### src/hw/rtl/tct_pkg.sv
// Shared types, widths and helpers for the tolerant color table.
package tct_pkg;

    localparam int CH_W       = 10;
    localparam int IDX_W      = 8;
    localparam int CNT_W      = 9;
    localparam int K_W        = 10;
    localparam int CHAN_MAX   = 1000;
    localparam int TABLE_SIZE_DEF = 256;
    localparam int BASE_TOL_DEF   = 16;
    localparam int TOL_STEP_DEF   = 8;

    typedef struct packed {
        logic [CH_W-1:0] red;
        logic [CH_W-1:0] green;
        logic [CH_W-1:0] blue;
    } color_t;

    localparam color_t COLOR_BLACK = '{red: '0, green: '0, blue: '0};
    localparam color_t COLOR_WHITE = '{red: CH_W'(CHAN_MAX), green: CH_W'(CHAN_MAX),
                                       blue: CH_W'(CHAN_MAX)};

    // Query moving down the chain
    typedef struct packed {
        logic   valid;
        color_t color;
    } query_t;

    // Running search result moving down the chain
    typedef struct packed {
        logic             valid;
        logic             found;
        logic [IDX_W-1:0] found_idx;
        logic             best_valid;
        logic [K_W-1:0]   best_k;
        logic [IDX_W-1:0] best_idx;
    } scan_t;

    function automatic logic [CH_W-1:0] abs_diff(input logic [CH_W-1:0] a,
                                                 input logic [CH_W-1:0] b);
        abs_diff = (a > b) ? (a - b) : (b - a);
    endfunction

endpackage

### src/hw/rtl/tct_cell.sv
// One palette entry with its distance stage and search-merge stage.
module tct_cell
    import tct_pkg::*;
#(
    parameter int IDX      = 0,
    parameter int BASE_TOL = BASE_TOL_DEF,
    parameter int TOL_STEP = TOL_STEP_DEF
)
(
    input  logic             clk,
    input  logic             rst_n,
    input  query_t           q_in,
    input  scan_t            scan_in,
    input  logic [CH_W-1:0]  tol,
    input  logic [CNT_W-1:0] count,
    input  logic             wr_en,
    input  logic [IDX_W-1:0] wr_idx,
    input  color_t           wr_color,
    output query_t           q_out,
    output scan_t            scan_out
);

    // Widened-step index k = ceil((d - BASE_TOL) / TOL_STEP) by reciprocal multiply
    localparam int Y_W  = 11;
    localparam int SH   = Y_W + $clog2(TOL_STEP);
    localparam int RECIP = ((2 ** SH) + TOL_STEP - 1) / TOL_STEP;
    localparam int PW   = SH + Y_W + 1;
    localparam int DMAX = BASE_TOL + ((CHAN_MAX - BASE_TOL) / TOL_STEP) * TOL_STEP;

    color_t          entry_reg;
    query_t          q_reg;
    logic [CH_W-1:0] dist_reg;
    logic [CH_W-1:0] dist_next;
    scan_t           scan_reg;
    scan_t           scan_next;
    logic            active;
    logic            in_range;
    logic [Y_W-1:0]  y;
    logic [PW-1:0]   prod;
    logic [K_W-1:0]  k;
    logic [CH_W-1:0] dr;
    logic [CH_W-1:0] dg;
    logic [CH_W-1:0] db;

    // Worst channel distance between the passing query and this entry
    always_comb
    begin
        dr = abs_diff(q_in.color.red, entry_reg.red);
        dg = abs_diff(q_in.color.green, entry_reg.green);
        db = abs_diff(q_in.color.blue, entry_reg.blue);
        dist_next = dr;
        if (dg > dist_next)
        begin
            dist_next = dg;
        end
        if (db > dist_next)
        begin
            dist_next = db;
        end
    end

    assign active   = (count > CNT_W'(IDX));
    assign in_range = (dist_reg <= CH_W'(DMAX));
    assign y        = Y_W'(dist_reg) - Y_W'(BASE_TOL) + Y_W'(TOL_STEP - 1);
    assign prod     = PW'(y) * PW'(RECIP);

    always_comb
    begin
        if (dist_reg <= CH_W'(BASE_TOL))
        begin
            k = '0;
        end
        else
        begin
            k = prod[SH +: K_W];
        end
    end

    // Merge this entry into the running search result
    always_comb
    begin
        scan_next = scan_in;
        if (scan_in.valid && active)
        begin
            if (!scan_in.found && (dist_reg <= tol))
            begin
                scan_next.found     = 1'b1;
                scan_next.found_idx = IDX_W'(IDX);
            end
            if (in_range && (!scan_in.best_valid || (k < scan_in.best_k)))
            begin
                scan_next.best_valid = 1'b1;
                scan_next.best_k     = k;
                scan_next.best_idx   = IDX_W'(IDX);
            end
        end
    end

    // Hold the entry, advance query and search result
    always_ff @(posedge clk or negedge rst_n)
    begin
        if (!rst_n)
        begin
            entry_reg <= (IDX == 1) ? COLOR_WHITE : COLOR_BLACK;
            q_reg     <= '0;
            dist_reg  <= '0;
            scan_reg  <= '0;
        end
        else
        begin
            if (wr_en && (wr_idx == IDX_W'(IDX)))
            begin
                entry_reg <= wr_color;
            end
            q_reg    <= q_in;
            dist_reg <= dist_next;
            scan_reg <= scan_next;
        end
    end

    assign q_out    = q_reg;
    assign scan_out = scan_reg;

endmodule

### config.mk
export PLATFORM = sky130hd
export DESIGN_NAME = tct_cell
export DESIGN_NICKNAME = d
export VERILOG_FILES = /design/src/hw/rtl/tct_pkg.sv /design/src/hw/rtl/tct_cell.sv
export SDC_FILE = /design/constraint.sdc
export NUM_CORES = 1
export LEC_CHECK = 0
export BUFFER_PORTS_ARGS = -buffer_cell sky130_fd_sc_hd__buf_2
export CORE_ASPECT_RATIO = 2
export CORE_MARGIN = 2
export CORE_UTILIZATION = 30
export DETAILED_ROUTE_END_ITERATION = 16
export GPL_ROUTABILITY_DRIVEN = 0
export HOLD_SLACK_MARGIN = 0.03
export REMOVE_ABC_BUFFERS = 1
export SLEW_MARGIN = 10
export SYNTH_ARGS = -nofsm -noshare
export SYNTH_HDL_FRONTEND = slang
export SYNTH_SLANG_ARGS = --single-unit
export TNS_END_PERCENT = 1
### constraint.sdc
create_clock -name clk -period 9.15 [get_ports clk]
set_input_delay 1.83 -clock clk [delete_from_list [all_inputs] [get_ports clk]]
set_output_delay 1.83 -clock clk [all_outputs]
set_load 0.01 [all_outputs]
==> qor.txt, run 1 <==
Status - complete, no violations
Mapped Area - 7320 um2
H-tree levels - 3
Diode count - 0
Unrepaired setup endpoints after global routing - no
Leakage Power - 4.47 nW
Hold WC Path Type - register to register
FMAX - 0.127 GHz
Die H - 225 um
Layout net count - 1150
Worst path required time - 9.41 ns
Post-synth top flop - dfrtp_1
# rows - 80
Post-synth EDFFs - 0
Post-CTS Setup Bufs - 0
Count of clock tree sinks - 100
WS Path Type - primary input to register
Slowest cell on crit path - a311oi_2
CTS resizes - 0
Setup ws final - 1.26 ns
Drt pass-1 iters - 4
Largest net degree at the start of global routing - 60
Arrival time at the worst endpoint - 8.15 ns
Ranking of synthesized cells by area - dfrtp_1, ha_1, mux2_2
R2R Path End - dist_reg[1]$_DFF_PN0_
Routed WL per cell - 15.5 um
Power per cell area - 186 nW/um2
Initial core utilization - 0.306
Async S/R FF share, synth - 1.00
CTS tree - yes
Buf+Inv Stages, Crit Path - 3
Layout cells sized above 1 - 0.278
Delay-heaviest family, CP - compound AO/OA/AOI/OAI gates
Die W - 114 um
Yosys cell types - 78
Area delta synth->final - 20.3%
List of most frequent post-synthesis cells - dfrtp_1, inv_1, ha_1
Crit path from - q_in[10]
Worst setup SP type - primary input
Total core area - 23900 um2
Final HPWL DP - 15700 um
Peak VDD IR - 80.4 uV
Root buffer cell - clkbuf_16
R2R Setup Slk - 2.47 ns
Via Count - 6098
Routed vias/inst - 4.99
Max-Cap Viols - 0
Final WL - 18900 um
Final Hold Vio Count - 0
Worst R2R Start - entry_reg[10]$_DFFE_PN0P_
Clock Latency Late Sink - 0.37 ns
First-pass GRT wire length - 30300 um
Clk buf depth - 2
Crit-path max FO - 15
Post-Synthesis Cells - 758
Crit-path max cell delay - 0.64 ns
Worst slew pin tran - 0.780 ns
CP endpoint kind - register
GR Overflow Total - 0
Full die area - 25700 um2
Syn_area_per_cell - 9.66 um2
Antenna-violating nets left - 0
# setup viols final - 0
Post-synth top area cell - dfrtp_1
Place WS - 0.896 ns
HP Start - entry_reg[9]$_DFFE_PN0P_
Total track usage - 0.151
Vias in the first global route - 6277
Clock skew - 0.0125 ns
Initial antenna violation count - 0
Post-Route Utilization - 0.368
Period minus WS final - 7.89 ns
Setup TNS Final - 0 ns
Post-synth top area share - 0.342
Port bufs - 179
Number of flip-flops in the largest register - 31
Period utilization - 0.862
Max-slew violations - 0
Sequential element share of the synthesized area - 0.342
WHS Path Cells - 1
Iteration-0 DRC Markers - 220
CTS buffer count - 9
Count leader, synth - dfrtp_1
Worst relative slew slack - 0.476
Clock transition at path regs - 0.08 ns
I/O pin cnt - 180
Yosys warnings - 0
Hold-fix buffers, CTS - 0
Residual DRC - 0
Worst hold path endpoint - entry_reg[9]$_DFFE_PN0P_
Seq cells post-synth - 100
Number of cells on the worst reg-to-reg path - 25
cells in the final DEF (no fill, tap or decap), types with 5 or more instances in the layout:
master and instances:
dfrtp_1 100, o21bai_1 6, a21oi_1 42, nor2_1 31
and2_1 21, mux2i_1 12, nand2_1 32, fa_1 6
inv_1 98, nor3_1 14, o21ai_0 29, nor2b_1 18
xnor2_1 16, clkbuf_16 9, nor4_1 5, a21o_1 17
o31ai_1 6, nand3_1 19, buf_2 178, xor2_1 5
nand2b_1 5, mux2_2 39, ha_1 93, a31oi_1 7
or3_1 6, nand4_1 14, o21a_1 13
worst max path at each step:
stage	slack, ns	end	cells after the start
2_1_floorplan	1.85	dist_reg[1]$_DFF_PN0_	25
6_report	1.26	dist_reg[1]$_DFF_PN0_	27
3_5_place_dp	0.90	dist_reg[1]$_DFF_PN0_	28
5_1_grt	0.63	dist_reg[8]$_DFF_PN0_	27
4_1_cts	1.30	dist_reg[1]$_DFF_PN0_	28
3_3_place_gp	0.95	dist_reg[1]$_DFF_PN0_	28
cells by family (layout without fill, tap and decap cells):
logic type      Yosys count  after routing  synth area share
buf+inv                 118            296            0.0646
fa+ha+maj               100            100             0.177
simple gates            189            189             0.140
compound gates          177            177             0.173
other cells               1              1          0.000512
flops                   100            100             0.342
xor+xnor                 21             21            0.0251
mux                      52             52            0.0784
per-stage QoR:
step,total power [W],hold WS [ns],cells,cell area [um2]
after detailed placement,0.00125,0.493,1207,8500
after floorplan,0.00103,0.480,738,7220
after global placement,0.00124,0.490,1207,8500
final,0.00164,0.507,1223,8810
after global routing,0.00177,0.530,1223,8810
after CTS,0.00167,0.510,1223,8810
layout make-up:
cell class	count	area, um2
fillers	2425	15100
multi-input cells	540	4350
flip-flops and latches	100	2500
repair buffers	182	921
inverters	98	368
well taps	287	359
clock buffers	11	243
clock inverters	5	67.6
where the power goes:
| part | internal [W] | switching [W] | total, W |
|---|---|---|---|
| clock | 0.000224 | 0.000183 | 0.000406 |
| sequential | 0.000503 | 0.0000509 | 0.000554 |
| combinational | 0.000294 | 0.000387 | 0.000681 |
layer usage:
metal	GRT usage	share of wire	vias to the layer above
li1	-	-	3012
met1	0.139	0.34	2882
met2	0.307	0.59	163
met3	0.0223	0.034	41
met4	0.0751	0.032	0
met5	0	0	-
worst reg2reg max path: cells and delay by family, from the launching register on:
kind	cells	cell delay, ns
multiplexers	2	0.56
flip-flops	1	0.41
AO/OA/AOI/OAI	9	2.16
adder cells (fa/ha/maj)	4	1.23
buffers and inverters	1	0.33
XOR/XNOR	1	0.20
AND/OR/NAND/NOR	8	1.67
Note: power is estimated with default switching activity, not from simulation.
==> inputs of run 2 (changes only) <==
--- a/config.mk
+++ b/config.mk
@@ -5,10 +5,11 @@
 export SDC_FILE = /design/constraint.sdc
 export NUM_CORES = 1
 export LEC_CHECK = 0
-export BUFFER_PORTS_ARGS = -buffer_cell sky130_fd_sc_hd__buf_2
+export BUFFER_PORTS_ARGS = -buffer_cell sky130_fd_sc_hd__buf_4
 export CORE_ASPECT_RATIO = 2
 export CORE_MARGIN = 2
 export CORE_UTILIZATION = 30
+export CTS_BUF_LIST = sky130_fd_sc_hd__clkbuf_8
 export DETAILED_ROUTE_END_ITERATION = 16
 export GPL_ROUTABILITY_DRIVEN = 0
 export HOLD_SLACK_MARGIN = 0.03
==> run 2 against run 1 <==
Clock power decreased by 23%; global-route usage up 0.26 points; design area increased by 4.0%; count of clock-buffer cells in the layout fell by 2; die area is the same; routed wire length grew 2.7%; flip-flop and latch count is the same; sequential share of layout area fell by 1.1 points; worst setup slack worse by 0.027 ns; sequential power hardly changed; combinational power up 4.3%; first-iteration DRC count grew 3.2%.
==> qor.txt, run 2 (same netlist as run 1, synthesis figures left out) <==
Status - complete, no violations (unchanged)
Layout cells sized above 1 - 0.279 (was 0.278)
Power per cell area - 172 nW/um2 (was 186 nW/um2)
FMAX - 0.126 GHz (was 0.127 GHz)
Worst path required time - 9.47 ns (was 9.41 ns)
Period utilization - 0.865 (was 0.862)
Crit path from - q_in[10] (unchanged)
Most frequent cells in the layout - buf_4, dfrtp_1, inv_1, ha_1, a21oi_1 (was buf_2, dfrtp_1, inv_1, ha_1, a21oi_1)
Final Hold Vio Count - 0 (unchanged)
GR Overflow Total - 0 (unchanged)
Iteration-0 DRC Markers - 227 (was 220)
Worst setup SP type - primary input (unchanged)
Port bufs - 179 (unchanged)
Worst slew pin tran - 0.931 ns (was 0.780 ns)
Worst R2R Start - entry_reg[10]$_DFFE_PN0P_ (unchanged)
Residual DRC - 0 (unchanged)
Number of flip-flops in the largest register - 31 (unchanged)
Final WL - 19400 um (was 18900 um)
Peak VDD IR - 60.7 uV (was 80.4 uV)
Most common cell after layout, fill and taps aside - buf_4 (was buf_2)
H-tree levels - 3 (unchanged)
Delay-heaviest family, CP - simple AND/OR/NAND/NOR gates (was compound AO/OA/AOI/OAI gates)
Final non-filler cell total - 1224 (was 1223)
Net Sw Power - 0.000618 W (was 0.000620 W)
Area delta synth->final - 25.1% (was 20.3%)
Unrepaired setup endpoints after global routing - no (unchanged)
Sequential Power Share - 0.352 (was 0.338)
Arrival time at the worst endpoint - 8.23 ns (was 8.15 ns)
# setup viols final - 0 (unchanged)
Clock network fraction of total power - 0.199 (was 0.248)
Largest net degree at the start of global routing - 72 (was 60)
Post-CTS Setup Bufs - 0 (unchanged)
Drt pass-1 iters - 6 (was 4)
Vias in the first global route - 6282 (was 6277)
CTS tree - yes (unchanged)
Layout net count - 1150 (unchanged)
Worst relative slew slack - 0.379 (was 0.476)
Initial core utilization - 0.306 (unchanged)
CP endpoint kind - register (unchanged)
HP Start - entry_reg[19]$_DFFE_PN0P_ (was entry_reg[9]$_DFFE_PN0P_)
Routed WL per cell - 15.9 um (was 15.5 um)
Hold-fix buffers, CTS - 0 (unchanged)
Crit-path max cell delay - 0.63 ns (was 0.64 ns)
Clock skew - 0.0169 ns (was 0.0125 ns)
CTS buffer count - 9 (unchanged)
Die W - 114 um (unchanged)
Total core area - 23900 um2 (unchanged)
Post-placement cell count - 1207 (unchanged)
Count of clock tree sinks - 100 (unchanged)
Slowest cell on crit path - a311oi_2 (unchanged)
Max-slew violations - 0 (unchanged)
Pint - 0.000961 W (was 0.00102 W)
Clock Latency Late Sink - 0.42 ns (was 0.37 ns)
Initial antenna violation count - 0 (unchanged)
Setup TNS Final - 0 ns (unchanged)
Buf+Inv Stages, Crit Path - 3 (unchanged)
Final HPWL DP - 16000 um (was 15700 um)
Root buffer cell - clkbuf_8 (was clkbuf_16)
Leakage Power - 4.58 nW (was 4.47 nW)
I/O pin cnt - 180 (unchanged)
Hold WC Path Type - register to register (unchanged)
Switch share - 0.392 (was 0.378)
Crit-path max FO - 15 (unchanged)
Clock transition at path regs - 0.10 ns (was 0.08 ns)
Period minus WS final - 7.92 ns (was 7.89 ns)
Total track usage - 0.154 (was 0.151)
Max-Cap Viols - 0 (unchanged)
First-pass GRT wire length - 30700 um (was 30300 um)
Comb power frac - 0.450 (was 0.415)
Antenna-violating nets left - 0 (unchanged)
Via Count - 6110 (was 6098)
Full die area - 25700 um2 (unchanged)
Clk buf depth - 2 (unchanged)
# rows - 80 (unchanged)
CTS resizes - 0 (unchanged)
Routed vias/inst - 4.99 (about the same)
Die H - 225 um (unchanged)
WS Path Type - primary input to register (unchanged)
-- run 2: power by group through the flow --
stage	clock network (W)	logic (W)	registers (W)
after floorplan	0	0.000463	0.000566
after global placement	0	0.000704	0.000565
after detailed placement	0	0.000714	0.000567
after CTS	0.000336	0.000718	0.000557
after global routing	0.000346	0.000797	0.000565
final	0.000314	0.000710	0.000556
-- run 2: routing by layer --
layer | vias up | part of all wire | GRT usage
li1 | 3012 | - | -
met3 | 46 | 0.037 | 0.0242
met1 | 2875 | 0.33 | 0.140
met2 | 177 | 0.60 | 0.313
met4 | 0 | 0.037 | 0.0775
met5 | - | 0 | 0
-- run 2: stage by stage --
stage               total power (W)   util  hold slack [ns]  setup WS [ns]  area (um2)
global route                0.00171  0.383            0.544          0.724        9150
CTS                         0.00161  0.383            0.520           1.37        9150
detailed placement          0.00128  0.374            0.496          0.890        8940
floorplan                   0.00103      -            0.480           1.85        7220
finish                      0.00158  0.383            0.516           1.23        9160
global placement            0.00127  0.374            0.489          0.991        8940
-- run 2: path summary, 6_finish.rpt --
kind,end,slack [ns],depth (start not counted)
worst max-delay path,dist_reg[4]$_DFF_PN0_,1.23,28
max in group asynchronous,entry_reg[7]$_DFFE_PN0P_,6.56,2
min in group asynchronous,scan_out[3]$_DFF_PN0_,1.31,1
worst min register to register,entry_reg[19]$_DFFE_PN0P_,0.52,1
worst min-delay path,entry_reg[19]$_DFFE_PN0P_,0.52,1
worst max register to register,dist_reg[4]$_DFF_PN0_,2.36,26
-- run 2: final cells by class --
class                      instances  area, um2
clock buffer                       9        124
sequential                       100       2500
clock inverter                     7       87.6
tap                              287        359
multi-input combinational        540       4350
inverter                          98        368
fill                            2410      14800
timing repair buffer             182       1370
antenna                            1       2.50
